$ cat src/rtl/core/ele_pkg.sv
package ele_pkg;

  localparam int unsigned MaxSteps      = 127;
  localparam int unsigned CoordFracBits = 16;
  localparam int unsigned CountW        = 24;
  localparam logic [CountW-1:0] CountMax = '1;

  typedef enum logic [2:0] {
    REG_RADIUS_X = 3'd0,
    REG_RADIUS_Y = 3'd1,
    REG_RADIUS_Z = 3'd2,
    REG_CENTER_X = 3'd3,
    REG_CENTER_Y = 3'd4,
    REG_CENTER_Z = 3'd5,
    REG_HALF_STEPS = 3'd6
  } reg_idx_e;

  // datapath commands
  typedef struct packed {
    logic setup_start;  // latch min radius, start step/limit computation
    logic test_start;   // start inside test for current index
    logic advance;      // move index after a visit
    logic outside;      // advance is a row end
    logic emit_load;    // load mirror sequencer
    logic emit_next;    // one output beat taken
  } ele_cmd_t;

  typedef struct packed {
    logic setup_done;
    logic test_done;
    logic in_shape;
    logic finished;
    logic emit_last;
  } ele_sts_t;

endpackage

$ cat src/rtl/core/ele_ctrl.sv
module ele_ctrl import ele_pkg::*; (
  input  logic     clk_i,
  input  logic     rst_ni,
  input  logic     in_valid_i,
  input  logic     in_restart_i,
  output logic     in_ready_o,
  output logic     out_valid_o,
  input  logic     out_ready_i,
  output ele_cmd_t cmd_o,
  input  ele_sts_t sts_i
);
  typedef enum logic [4:0] {
    ST_IDLE  = 5'b00001,
    ST_SETUP = 5'b00010,
    ST_TEST  = 5'b00100,
    ST_LOAD  = 5'b01000,
    ST_EMIT  = 5'b10000
  } state_e;

  state_e state_q, state_d;

  always_comb begin
    state_d     = state_q;
    cmd_o       = '0;
    in_ready_o  = 1'b0;
    out_valid_o = 1'b0;
    unique case (state_q)
      ST_IDLE: begin
        in_ready_o = 1'b1;
        if (in_valid_i) begin
          if (in_restart_i) begin
            cmd_o.setup_start = 1'b1;
            state_d = ST_SETUP;
          end else if (!sts_i.finished) begin
            cmd_o.test_start = 1'b1;
            state_d = ST_TEST;
          end
        end
      end
      ST_SETUP: begin
        if (sts_i.setup_done) begin
          cmd_o.test_start = 1'b1;
          state_d = ST_TEST;
        end
      end
      ST_TEST: begin
        if (sts_i.test_done) begin
          if (sts_i.in_shape) state_d = ST_LOAD;
          else begin
            cmd_o.advance = 1'b1;
            cmd_o.outside = 1'b1;
            state_d = ST_IDLE;
          end
        end
      end
      ST_LOAD: begin
        cmd_o.emit_load = 1'b1;
        cmd_o.advance   = 1'b1;
        state_d = ST_EMIT;
      end
      ST_EMIT: begin
        out_valid_o = 1'b1;
        if (out_ready_i) begin
          cmd_o.emit_next = 1'b1;
          if (sts_i.emit_last) state_d = ST_IDLE;
        end
      end
      default: state_d = ST_IDLE;
    endcase
  end

  always_ff @(posedge clk_i or negedge rst_ni) begin
    if (!rst_ni) state_q <= ST_IDLE;
    else         state_q <= state_d;
  end
endmodule

$ cat config.mk
export PLATFORM = sky130hd
export DESIGN_NAME = ele_ctrl
export DESIGN_NICKNAME = d
export VERILOG_FILES = /design/src/rtl/core/ele_pkg.sv /design/src/rtl/core/ele_ctrl.sv
export SDC_FILE = /design/constraint.sdc
export NUM_CORES = 1
export LEC_CHECK = 0
export BUFFER_PORTS_ARGS = -buffer_cell sky130_fd_sc_hd__buf_2
export CORE_AREA = 2 2 39 41
export DETAILED_ROUTE_END_ITERATION = 7
export DIE_AREA = 0 0 41 43
export SYNTH_ARGS = -nofsm -noshare
export SYNTH_HDL_FRONTEND = slang
export SYNTH_SLANG_ARGS = --single-unit
export TNS_END_PERCENT = 30
$ cat constraint.sdc
create_clock -name clk_i -period 4.8 [get_ports clk_i]
set_clock_uncertainty 0.2 [all_clocks]
set_input_delay 1.44 -clock clk_i [delete_from_list [all_inputs] [get_ports clk_i]]
set_output_delay 1.44 -clock clk_i [all_outputs]
set_load 0.01 [all_outputs]
==> metrics <==
outcome complete, no violations; net switching share of the total power 38.2%; half-perimeter wire length after placement 695 um; largest registers ranked by flip-flop count state_q (5); EDFF count, synth 0; worst slew pin tran 0.343 ns; sequence of cells on the critical path buf_2, nor2b_1, a32o_2, buf_2; time the final worst path needs with I/O delays and setup 3.68 ns; Static Leakage 0.287 nW; count of synthesis-stage warnings from yosys 0; Setup TNS 0 ns; final hold vios 0; total count of max-transition violations in the final report 0; Worst setup EP type output pin; commonest cells after routing, fill and taps aside 17 x sky130_fd_sc_hd__buf_2, 5 x sky130_fd_sc_hd__nand2_1, 4 x sky130_fd_sc_hd__dfrtp_1; Vias 356; critical path data arrival time 2.04 ns; Total Routed Length 795 um; critical path start-end classification input port to output pin; register-to-register setup slack 3.02 ns; global-route congestion overflow total 0; Main synth FF type sky130_fd_sc_hd__dfrtp_1; total placed instance area 469 um^2; height of the die 43 um; P_sw 0.0000915 W; Via-to-Cell Ratio 4.75; overall routing resource usage 11.0%; post-synthesis register bit count 5; Largest Register state_q; Min-Delay Path Class flip-flop to flip-flop; Placer Congestion 0.712; Final Cell Area 495 um^2; final antenna-violating net count 0; Synth Instances 38; worst slew slack as a fraction of its limit 76.9%; P_int 0.000148 W; first-pass detailed-route iteration total 4; post-route clock period utilization 76.6%; count of port buffers added during placement 17; number of nets in the synthesized netlist 48; FMAX 272 MHz; count of fill cells added during filler insertion 143; number of buffers added by the clock tree synthesis step 3; TritonCTS clock tree done; Largest register FFs 5; total number of H-tree levels 1; Worst IR Drop VDD 197 uV; worst slack on hold paths 0.469 ns; clock slew at reported path FFs 0.04 ns; via count of the first global-routing pass 307; Comb pwr share 49.0%; Routed WL per cell 10.6 um; post-cts gate resize count 0; count of pins on the block boundary 18; root buffer cell sky130_fd_sc_hd__clkbuf_4; Worst Hold Launch state_q[0]; part of the Yosys area used for sequential elements 34.7%; Longest Clk Path Bufs 2; RSZ-0062 raised after global routing false; number of nets in the layout 70; unique cell type count in the Yosys netlist 23; max-cap viol count 0; cells on worst reg2reg path 5; maximum single-stage delay on the critical path 0.23 ns; required time of the worst setup path 3.16 ns; Row Count 14; clk_lat worst skew 0.23 ns; antenna violations before repair 0; most prevalent standard cell on the critical path sky130_fd_sc_hd__buf_2; element type at the critical path start input port; final setup violating endpoints 0; largest net degree at the start of global routing 7; total DRC errors in the routed layout 0; Post-Syn Area per Cell 9.58 um^2; diode count 0; Die Span X 41 um; areal power density over the cells 484 nW/um^2; Detailed Route Iter0 Violations 5; Critical R2R Launch state_q[4]; first-pass GRT wire length 1270 um; worst reg2reg path endpoint state_q[0]; share of cells above drive strength 1 50.8%; most common library cell in the layout ignoring fill and taps sky130_fd_sc_hd__buf_2; initial core utilization 26.3%; full die area 1760 um^2; Worst Hold End state_q[0]; core region area 1380 um^2; buffers inserted by post-CTS timing repair 0; Synth Cell Area 364 um^2; part of the power in registers 31.6%; Clock Sinks 5; total of hold buffers inserted after clock tree synthesis 0; Slowest cell on crit path sky130_fd_sc_hd__a32o_2; WHS Path Cells 1; clock share of power 19.4%; Area growth syn-to-layout 36.1%; share of synthesized flip-flops with an asynchronous set or reset 100%; maximum fanout count along the critical path 3
-- area by class of cell --
class	count	area, um^2	area share (%)
Tap cell	16	20.0	4.04
Clock buffer	4	26.3	5.30
Inverter	3	11.3	2.27
Sequential cell	5	126	25.5
Multi-Input combinational cell	30	226	45.7
Timing Repair Buffer	17	85.1	17.2
-- worst max path at each step --
stage	start	end	slack [ns]	cells past startpoint
2_1_floorplan	sts_i[2]	cmd_o[3]	1.17	2
4_1_cts	in_valid_i	cmd_o[4]	1.12	4
3_5_place_dp	in_valid_i	cmd_o[4]	1.12	4
6_report	in_valid_i	cmd_o[4]	1.12	4
5_1_grt	sts_i[2]	cmd_o[3]	1.09	4
3_3_place_gp	in_valid_i	cmd_o[4]	1.13	4
-- layer usage --
| metal | vias up | part of all wire, % | track usage, % |
|---|---|---|---|
| met5 | - | 0 | 0 |
| met4 | 0 | 0 | 6.00 |
| met3 | 0 | 6.9 | 3.14 |
| met2 | 14 | 51 | 16.9 |
| met1 | 160 | 42 | 13.0 |
| li1 | 182 | - | - |
-- cells by family after synthesis --
family / after synthesis / synth area share, %
AOI/OAI and AO/OA: 5 / 12.4
buffers and inverters: 3 / 3.09
DFF: 5 / 34.7
muxes: 1 / 4.12
and+or+nand+nor: 24 / 45.7
-- metrics by stage --
stage                     setup WS (ns)  std cells  util, %  power (W)
after floorplan                    1.17         38        -   0.000163
after global placement             1.13         71     33.9   0.000196
after detailed placement           1.12         71     33.9   0.000196
after CTS                          1.12         75     35.8   0.000245
after global routing               1.09         75     35.8   0.000264
final                              1.12         75     35.8   0.000240
-- worst max-delay path: cells and delay by family --
family / cells / cell delay, ns
buffers and inverters: 2 / 0.24
AO/OA/AOI/OAI: 1 / 0.23
AND/OR/NAND/NOR: 1 / 0.12
-- power groups by stage --
stage | clock, W | sequential (W) | combinational, W
global route | 0.0000538 | 0.0000777 | 0.000133
CTS | 0.0000490 | 0.0000759 | 0.000120
floorplan | 0 | 0.0000720 | 0.0000914
global placement | 0 | 0.0000760 | 0.000120
finish | 0.0000464 | 0.0000757 | 0.000118
detailed placement | 0 | 0.0000766 | 0.000119
-- synth_stat cells, types with 2 or more instances --
cell / number / area (um^2)
sky130_fd_sc_hd__nand2_1: 5 / 18.8
sky130_fd_sc_hd__dfrtp_1: 4 / 100
sky130_fd_sc_hd__inv_1: 3 / 11.3
sky130_fd_sc_hd__nand3b_1: 3 / 22.5
sky130_fd_sc_hd__and3_1: 2 / 12.5
sky130_fd_sc_hd__nor3_2: 2 / 20.0
sky130_fd_sc_hd__nor3b_1: 2 / 15.0
sky130_fd_sc_hd__o21ai_0: 2 / 10.0
Note: power is estimated with default switching activity, not from simulation.
